<file path="config.mk">
export PLATFORM = sky130hd
export DESIGN_NAME = ordered_list_delete_engine_unit
export DESIGN_NICKNAME = d
export VERILOG_FILES = /design/src/rtl/olde_pkg.sv /design/src/rtl/ordered_list_delete_engine_unit.sv /design/src/rtl/olde_mem.sv
export SDC_FILE = /design/constraint.sdc
export NUM_CORES = 1
export LEC_CHECK = 0
export ABC_AREA = 1
export BUFFER_PORTS_ARGS = -buffer_cell sky130_fd_sc_hd__buf_2
export CELL_PAD_IN_SITES_DETAIL_PLACEMENT = 0
export CELL_PAD_IN_SITES_GLOBAL_PLACEMENT = 1
export CORE_MARGIN = 4
export CORE_UTILIZATION = 53
export CTS_BUF_LIST = sky130_fd_sc_hd__clkbuf_2
export CTS_CLUSTER_SIZE = 30
export DETAILED_ROUTE_END_ITERATION = 7
export PLACE_DENSITY = 0.87
export SLEW_MARGIN = 25
export SYNTH_ARGS = -nofsm -noshare
export SYNTH_HDL_FRONTEND = slang
export SYNTH_SLANG_ARGS = --single-unit
</file>
<file path="constraint.sdc">
create_clock -name clk_i -period 4.5 [get_ports clk_i]
set_input_delay 0.45 -clock clk_i [delete_from_list [all_inputs] [get_ports clk_i]]
set_output_delay 0.45 -clock clk_i [all_outputs]
set_load 0.1 [all_outputs]
</file>
<file path="src/rtl/olde_pkg.sv">
// ----------------------------------------------------------------------------
// olde_pkg
// Shared types and constants for the ordered list delete engine.
// ----------------------------------------------------------------------------
package olde_pkg;

  localparam int unsigned CapacityDef = 16;
  localparam int unsigned DataW       = 32;
  localparam int unsigned OpW         = 3;
  localparam int unsigned StatusW     = 2;

  typedef enum logic [OpW-1:0] {
    OP_APPEND    = 3'd0,
    OP_DEL_HEAD  = 3'd1,
    OP_DEL_TAIL  = 3'd2,
    OP_DEL_VAL   = 3'd3,
    OP_DEL_AFTER = 3'd4,
    OP_DUMP      = 3'd5
  } op_e;

  typedef enum logic [StatusW-1:0] {
    STAT_OK      = 2'd0,
    STAT_EMPTY   = 2'd1,
    STAT_MISSING = 2'd2,
    STAT_FULL    = 2'd3
  } status_e;

  typedef enum logic [2:0] {
    ST_IDLE,
    ST_SEARCH,
    ST_SHIFT,
    ST_DUMP,
    ST_RESP
  } state_e;

endpackage

</file>
<file path="src/rtl/ordered_list_delete_engine_unit.sv">
// ----------------------------------------------------------------------------
// ordered_list_delete_engine_unit
// Ordered list of signed words with append, delete and dump operations.
// ----------------------------------------------------------------------------
// Timing: append, delete tail, ops on an empty list and unknown codes answer
//   in the cycle after the word is taken; the next is taken when output is free.
// Delete head: one entry moved toward the head per cycle, then the response.
// Delete value / after value: scan through the single read port, then shift the
//   later entries toward the head, then respond.
// Dump: one word per cycle while the output is not stalled. Reset clears the count.
module ordered_list_delete_engine_unit #(
  parameter int unsigned CAPACITY = olde_pkg::CapacityDef
) (
  input  logic                             clk_i,
  input  logic                             rst_ni,
  // input stream
  input  logic                             s_axis_tvalid_i,
  output logic                             s_axis_tready_o,
  input  logic [olde_pkg::DataW-1:0]       s_axis_tdata_i,  // [31:0] operand_value
  input  logic [olde_pkg::OpW-1:0]         s_axis_tuser_i,  // [2:0] operation
  // result stream
  output logic                             m_axis_tvalid_o,
  input  logic                             m_axis_tready_i,
  output logic [olde_pkg::DataW-1:0]       m_axis_tdata_o,  // [31:0] entry_value
  output logic [olde_pkg::StatusW-1:0]     m_axis_tuser_o,  // [1:0] status
  output logic                             m_axis_tlast_o   // last_of_run
);

  import olde_pkg::*;

  localparam int unsigned AW = (CAPACITY > 1) ? $clog2(CAPACITY) : 1;
  localparam int unsigned CW = $clog2(CAPACITY + 1);
  localparam logic [CW-1:0] CapW = CW'(CAPACITY);

  // control state
  state_e           state_q, state_d;
  logic [CW-1:0]    cnt_q, cnt_d;      // number of valid entries
  logic [CW-1:0]    ptr_q, ptr_d;      // next address to read
  logic [AW-1:0]    rd_addr_q;         // address of the word in the read register
  logic             rd_vld_q, rd_vld_d;
  op_e              op_q;
  logic [DataW-1:0] key_q;
  status_e          resp_q, resp_d;

  // output register
  logic             m_vld_q, m_vld_d;
  logic [DataW-1:0] m_data_q;
  status_e          m_stat_q;
  logic             m_last_q;

  // memory port
  logic             mem_we, mem_re;
  logic [AW-1:0]    mem_waddr;
  logic [DataW-1:0] mem_wdata, mem_rdata;

  // datapath controls
  logic             s_fire, out_free, out_load;
  logic [DataW-1:0] out_data;
  status_e          out_stat;
  logic             out_last;
  logic             hit, last_rd, consume;
  logic             cnt_empty, cnt_full;
  op_e              op_in;

  assign op_in     = op_e'(s_axis_tuser_i);
  assign out_free  = !m_vld_q || m_axis_tready_i;
  assign s_axis_tready_o = (state_q == ST_IDLE) && out_free;
  assign s_fire    = s_axis_tvalid_i && s_axis_tready_o;
  assign cnt_empty = (cnt_q == '0);
  assign cnt_full  = (cnt_q == CapW);
  assign hit       = rd_vld_q && (mem_rdata == key_q);
  assign last_rd   = rd_vld_q && (CW'(rd_addr_q) == cnt_q - CW'(1));

  // ---------------------------------------------------------------- next state
  always_comb begin
    state_d = state_q;
    case (state_q)
      ST_IDLE: begin
        if (s_fire && !cnt_empty) begin
          case (op_in)
            OP_DEL_HEAD:  state_d = ST_SHIFT;
            OP_DEL_VAL:   state_d = ST_SEARCH;
            OP_DEL_AFTER: state_d = ST_SEARCH;
            OP_DUMP:      state_d = ST_DUMP;
            default:      state_d = ST_IDLE;
          endcase
        end
      end
      ST_SEARCH: begin
        if (hit) begin
          if (op_q == OP_DEL_AFTER && last_rd) begin
            state_d = ST_RESP;   // match is the tail: no successor
          end else begin
            state_d = ST_SHIFT;
          end
        end else if (last_rd) begin
          state_d = ST_RESP;
        end
      end
      ST_SHIFT: begin
        if (ptr_q == cnt_q && !rd_vld_q) begin
          state_d = ST_RESP;
        end
      end
      ST_DUMP: begin
        if (rd_vld_q && out_free && last_rd) begin
          state_d = ST_IDLE;
        end
      end
      ST_RESP: begin
        if (out_free) begin
          state_d = ST_IDLE;
        end
      end
      default: state_d = ST_IDLE;
    endcase
  end

  // ---------------------------------------------------------------- datapath
  always_comb begin
    cnt_d     = cnt_q;
    ptr_d     = ptr_q;
    resp_d    = resp_q;
    mem_we    = 1'b0;
    mem_waddr = cnt_q[AW-1:0];
    mem_wdata = s_axis_tdata_i;
    mem_re    = 1'b0;
    consume   = 1'b0;
    out_load  = 1'b0;
    out_data  = '0;
    out_stat  = STAT_OK;
    out_last  = 1'b1;

    case (state_q)
      ST_IDLE: begin
        ptr_d = '0;
        if (s_fire) begin
          out_load = 1'b1;
          case (op_in)
            OP_APPEND: begin
              if (cnt_full) begin
                out_stat = STAT_FULL;
              end else begin
                mem_we = 1'b1;
                cnt_d  = cnt_q + CW'(1);
              end
            end
            OP_DEL_HEAD: begin
              if (cnt_empty) begin
                out_stat = STAT_EMPTY;
              end else begin
                out_load = 1'b0;
                ptr_d    = CW'(1);
              end
            end
            OP_DEL_TAIL: begin
              if (cnt_empty) begin
                out_stat = STAT_EMPTY;
              end else begin
                cnt_d = cnt_q - CW'(1);
              end
            end
            OP_DEL_VAL, OP_DEL_AFTER, OP_DUMP: begin
              if (cnt_empty) begin
                out_stat = STAT_EMPTY;
              end else begin
                out_load = 1'b0;
              end
            end
            default: begin
              out_stat = STAT_OK;
            end
          endcase
        end
      end
      ST_SEARCH: begin
        consume = 1'b1;
        mem_re  = (ptr_q < cnt_q) && !hit;
        if (hit) begin
          if (op_q == OP_DEL_VAL) begin
            ptr_d = CW'(rd_addr_q) + CW'(1);
          end else if (last_rd) begin
            resp_d = STAT_MISSING;
          end else begin
            ptr_d = CW'(rd_addr_q) + CW'(2);
          end
        end else if (last_rd) begin
          resp_d = STAT_MISSING;
        end else if (mem_re) begin
          ptr_d = ptr_q + CW'(1);
        end
      end
      ST_SHIFT: begin
        // move each later entry one place toward the head
        consume = 1'b1;
        mem_re  = (ptr_q < cnt_q);
        if (mem_re) begin
          ptr_d = ptr_q + CW'(1);
        end
        if (rd_vld_q) begin
          mem_we    = 1'b1;
          mem_waddr = rd_addr_q - AW'(1);
          mem_wdata = mem_rdata;
        end
        if (ptr_q == cnt_q && !rd_vld_q) begin
          cnt_d  = cnt_q - CW'(1);
          resp_d = STAT_OK;
        end
      end
      ST_DUMP: begin
        // hold the read word while the output is stalled
        consume = out_free;
        mem_re  = (ptr_q < cnt_q) && (!rd_vld_q || out_free);
        if (mem_re) begin
          ptr_d = ptr_q + CW'(1);
        end
        if (rd_vld_q && out_free) begin
          out_load = 1'b1;
          out_data = mem_rdata;
          out_last = last_rd;
        end
      end
      ST_RESP: begin
        if (out_free) begin
          out_load = 1'b1;
          out_stat = resp_q;
        end
      end
      default: begin
        consume = 1'b1;
      end
    endcase
  end

  assign rd_vld_d = mem_re || (rd_vld_q && !consume);
  assign m_vld_d  = out_load || (m_vld_q && !m_axis_tready_i);

  // ---------------------------------------------------------------- registers
  always_ff @(posedge clk_i or negedge rst_ni) begin
    if (!rst_ni) begin
      state_q  <= ST_IDLE;
      cnt_q    <= '0;
      ptr_q    <= '0;
      rd_vld_q <= 1'b0;
      m_vld_q  <= 1'b0;
      resp_q   <= STAT_OK;
    end else begin
      state_q  <= state_d;
      cnt_q    <= cnt_d;
      ptr_q    <= ptr_d;
      rd_vld_q <= rd_vld_d;
      m_vld_q  <= m_vld_d;
      resp_q   <= resp_d;
    end
  end

  always_ff @(posedge clk_i) begin
    if (s_fire) begin
      op_q  <= op_in;
      key_q <= s_axis_tdata_i;
    end
    if (mem_re) begin
      rd_addr_q <= ptr_q[AW-1:0];
    end
    if (out_load) begin
      m_data_q <= out_data;
      m_stat_q <= out_stat;
      m_last_q <= out_last;
    end
  end

  olde_mem #(
    .Depth (CAPACITY),
    .AddrW (AW),
    .DataW (DataW)
  ) u_mem (
    .clk_i   (clk_i),
    .we_i    (mem_we),
    .waddr_i (mem_waddr),
    .wdata_i (mem_wdata),
    .re_i    (mem_re),
    .raddr_i (ptr_q[AW-1:0]),
    .rdata_o (mem_rdata)
  );

  assign m_axis_tvalid_o = m_vld_q;
  assign m_axis_tdata_o  = m_data_q;
  assign m_axis_tuser_o  = m_stat_q;
  assign m_axis_tlast_o  = m_last_q;

  // ---------------------------------------------------------------- checks
  a_cnt_bound: assert property (@(posedge clk_i) disable iff (!rst_ni)
    cnt_q <= CapW)
    else $error("entry count above capacity");

  a_rd_in_range: assert property (@(posedge clk_i) disable iff (!rst_ni)
    rd_vld_q |-> (CW'(rd_addr_q) < cnt_q))
    else $error("read word beyond the valid entries");

  a_rd_scan_only: assert property (@(posedge clk_i) disable iff (!rst_ni)
    rd_vld_q |-> (state_q == ST_SEARCH || state_q == ST_SHIFT || state_q == ST_DUMP))
    else $error("read word pending outside a scan");

  a_load_free: assert property (@(posedge clk_i) disable iff (!rst_ni)
    out_load |-> out_free)
    else $error("output register overwritten while full");

  a_cnt_step: assert property (@(posedge clk_i) disable iff (!rst_ni)
    (state_q != ST_IDLE && state_q != ST_SHIFT) |=> $stable(cnt_q))
    else $error("entry count changed outside append or delete");

endmodule

</file>
<file path="src/rtl/olde_mem.sv">
// ----------------------------------------------------------------------------
// olde_mem
// Entry store: one write port, one read port, registered read data.
// ----------------------------------------------------------------------------
module olde_mem #(
  parameter int unsigned Depth = 16,
  parameter int unsigned AddrW = 4,
  parameter int unsigned DataW = 32
) (
  input  logic             clk_i,
  input  logic             we_i,
  input  logic [AddrW-1:0] waddr_i,
  input  logic [DataW-1:0] wdata_i,
  input  logic             re_i,
  input  logic [AddrW-1:0] raddr_i,
  output logic [DataW-1:0] rdata_o
);

  logic [DataW-1:0] mem [Depth];
  logic [DataW-1:0] rdata_q;

  always_ff @(posedge clk_i) begin
    if (we_i) begin
      mem[waddr_i] <= wdata_i;
    end
  end

  // hold the last read word until the next read
  always_ff @(posedge clk_i) begin
    if (re_i) begin
      rdata_q <= mem[raddr_i];
    end
  end

  assign rdata_o = rdata_q;

endmodule
</file>
==> results by group <==
Setup path
  – CP Capture Type: flip-flop
  – CP Launch Type: flip-flop
  – Crit. Startpoint: state_q[1]
  – Cell repeated most along the worst path: nand2_1
  – CP Cell Sequence: inv_1 -> nor2_4 -> inv_4 -> nor2_8 -> inv_2 -> buf_4 -> nand2_1 -> nand2_1 -> nand2_1 -> nor2_4 -> buf_4
  – Worst path required time: around 5.5 ns
  – Worst R2R Path Depth: 11
  – Worst Setup EP: u_mem.mem[14][9]
  – FF-to-FF setup slack: between 0.9 and 1 ns
  – Crit Path Max Fanout: 25
  – Largest stage delay on the critical path: roughly 0.71 ns
  – Slowest stage cell, crit path: nor2_4
  – CP Class: flip-flop to flip-flop
  – Critical path data arrival time: between 4 and 5 ns
  – R2r endpoint: u_mem.mem[14][9]
  – Worst R2R Start: state_q[1]

Pwr
  – Cell area power density: between 500 and 600 nW/µm²
  – Switch share: 0.393
  – Clock power share: 0.224
  – P_leak: 11.3 nW
  – Sequential share of power: 0.469
  – Sw Pwr: 6.46 mW
  – Worst vdd ir: roughly 0.00042 V
  – Comb pwr share: 0.307
  – Tot Pwr: roughly 16 mW
  – Internal: around 10 mW

GRT
  – Number of global-route vias before repair: between 15000 and 20000
  – First-pass GRT wire length: ~100 mm
  – Pin count of the biggest net entering global routing: approximately 200
  – Initial antenna violation count: 2
  – Congestion Overflow GR: 0
  – Global-route usage over all layers: 0.259

STA
  – Max Clock Skew: roughly 0.075 ns
  – Worst Max-Slew Pin Slew: between 1 and 1.5 ns
  – Fmax: around 0.28 GHz
  – Setup ws final: ~0.91 ns
  – Final hold violations: 0
  – Post-Route Setup TNS: 0 ns
  – Fin crit period: between 3 and 4 ns
  – Fin. max-slew vios: 0
  – Period utilisation layout: 0.798
  – Slew margin rel.: 0.295
  – RSZ-0062 raised after global routing: false
  – Final setup violation count: 0

Final layout
  – Most frequent cells in the layout: edfxtp_1 (618), nand2_1 (449), nor2_1 (222)
  – Share of layout cells above drive strength 1: 0.171
  – Final #Nets: 2493
  – Cell Count, Final, Fillers Out: around 3200
  – Layout filler cell count: ~3800
  – Most common cell after layout, fill and taps aside: edfxtp_1
  – Fin util: 0.611
  – Synth-to-Final Area Change: 14.1%

Routing
  – Total Wirelength: slightly below 70 mm
  – WL/cell: roughly 21 µm
  – Post-route ant nets: 0
  – DR vias/cell: 5.72
  – Drt pass-1 iters: 5
  – 1st-iter DRT viols: roughly 2000
  – Total number of vias: 18400
  – DRC viols: 0

CTS
  – Worst-skew pair later-pin latency: between 1 and 1.5 ns
  – Clock Tree Buf Depth: 3
  – CTS tree: yes
  – Root Buffer: clkbuf_2
  – CTS resizes: 0
  – Clk pin slew, worst setup/hold paths: 0.11 ns
  – Setup repair bufs after CTS: 0
  – Clock sink total: 634
  – Hold_buf cts: just under 80
  – H-tree levels: 4
  – Inserted Clock Buffers: roughly 160

Synthesis
  – Avg Synthesized Cell Area: 12.1 µm²
  – Async S/R FF share, synth: 0.0252
  – Post-synthesis cell count: between 2000 and 2500
  – Cell Area, Synth: roughly 26000 µm²
  – Ys flop type: edfxtp_1
  – Seq cells post-synth: between 600 and 700
  – EDFF count, synth: ~620
  – Seq/Total Area, Yosys: 0.724
  – Syn Nets: ~2200
  – Warnings from Yosys: 0
  – Cell variety after synth: 43

Die
  – I/O pins: 76
  – Row count: between 80 and 90
  – Initial core utilization: 0.535
  – DIE AREA: about 53000 µm²
  – Core box area: around 49000 µm²
  – Height of the chip: approximately 230 µm
  – Die span in x: 230 µm

Outcome
  – Outcome: completed

Place
  – Worst slack, placed: about 1 ns
  – Final HPWL from detailed placement: about 42 mm
  – Input/output buffers: 75
  – Placed Cells: ~2900
  – Global placement routability congestion: around 0.87

Run
  – Maxcap violations: 0

Hold path
  – Hold/Removal Path Class: input port to flip-flop
==> Yosys cell counts, drive strengths merged (29+ instances only) <==
| master | number | area share |
|---|---|---|
| nand3 | 99 | 0.019 |
| o22ai | 40 | 0.0096 |
| nand2 | 454 | 0.065 |
| edfxtp | 618 | 0.71 |
| buf | 43 | 0.0084 |
| a21oi | 87 | 0.017 |
| clkbuf | 66 | 0.0095 |
| o21ai | 222 | 0.043 |
| nor2 | 246 | 0.037 |
| nand4 | 29 | 0.0069 |
| inv | 126 | 0.018 |
| a221oi | 39 | 0.013 |
==> metrics by stage <==
stage	instance area [µm²]	hold slack, ns
6_report	29900	0.211
2_1_floorplan	26200	0.154
4_1_cts	29800	0.0710
3_3_place_gp	27600	0.419
3_5_place_dp	27700	0.416
5_1_grt	29900	0.173
==> final cells by class <==
type | instances | area, µm² | area share
Clock buffer | 219 | 1100 | 0.0366
Clock inverter | 49 | 262 | 0.00874
Timing Repair Buffer | 220 | 1820 | 0.0607
Tap cell | 664 | 831 | 0.0278
Antenna cell | 1 | 2.50 | 0.0000837
Multi-Input combinational cell | 1300 | 6450 | 0.216
Sequential cell | 634 | 19000 | 0.634
Inverter | 128 | 489 | 0.0164
==> critical path, delay by kind of cell (launching register included) <==
kind	cells	cell delay, ns
buffers and inverters	5	1.42
AND/OR/NAND/NOR	6	1.36
flip-flops	1	0.43
==> state kept, by name, indices dropped and copies added, names as in the netlist <==
name,flops
m_axis_tlast_o,1
cnt_q,5
u_mem.rdata_o,32
m_axis_tuser_o,2
m_axis_tvalid_o,1
m_axis_tdata_o,32
state_q,3
ptr_q,5
op_q,3
u_mem.mem,512
resp_q,1
rd_addr_q,4
key_q,32
rd_vld_q,1
==> routing by layer <==
layer  global-route usage  wire (µm)
met1                0.355      27600
met2                0.406      32200
met3               0.0680       7380
met4               0.0949       1800
met5                    0          0
==> power by group through the flow <==
stage	Clock, mW	Combinational [mW]	Sequential, mW
floorplan	0	2.87	8.25
global placement	0	4.77	7.82
detailed placement	0	4.88	7.84
CTS	3.77	4.99	7.70
global route	4.11	5.51	7.76
finish	3.68	5.05	7.70
==> cell families (layout without fill, tap and decap cells) <==
kind of cell	Yosys count	after routing	synth area share
and+or+nand+nor	842	842	0.132
DFF	634	634	0.724
AOI/OAI and AO/OA	420	420	0.0931
buffers and inverters	237	616	0.0363
xor gates and xnor gates	22	22	0.00735
adders and majority gates	15	15	0.00716
muxes	1	1	0.000382
other	0	1	0
==> worst min path at each step <==
stage,start,endpoint,slack (ns),cells past startpoint
global placement,rst_ni,cnt_q[4],0.42,1
CTS,s_axis_tuser_i[0],state_q[1],0.07,6
detailed placement,rst_ni,cnt_q[3],0.42,1
finish,s_axis_tuser_i[0],state_q[1],0.21,6
floorplan,rst_ni,cnt_q[0],0.15,0
global route,s_axis_tdata_i[19],u_mem.mem[9][19],0.17,5
(Power assumes the default switching activity.)
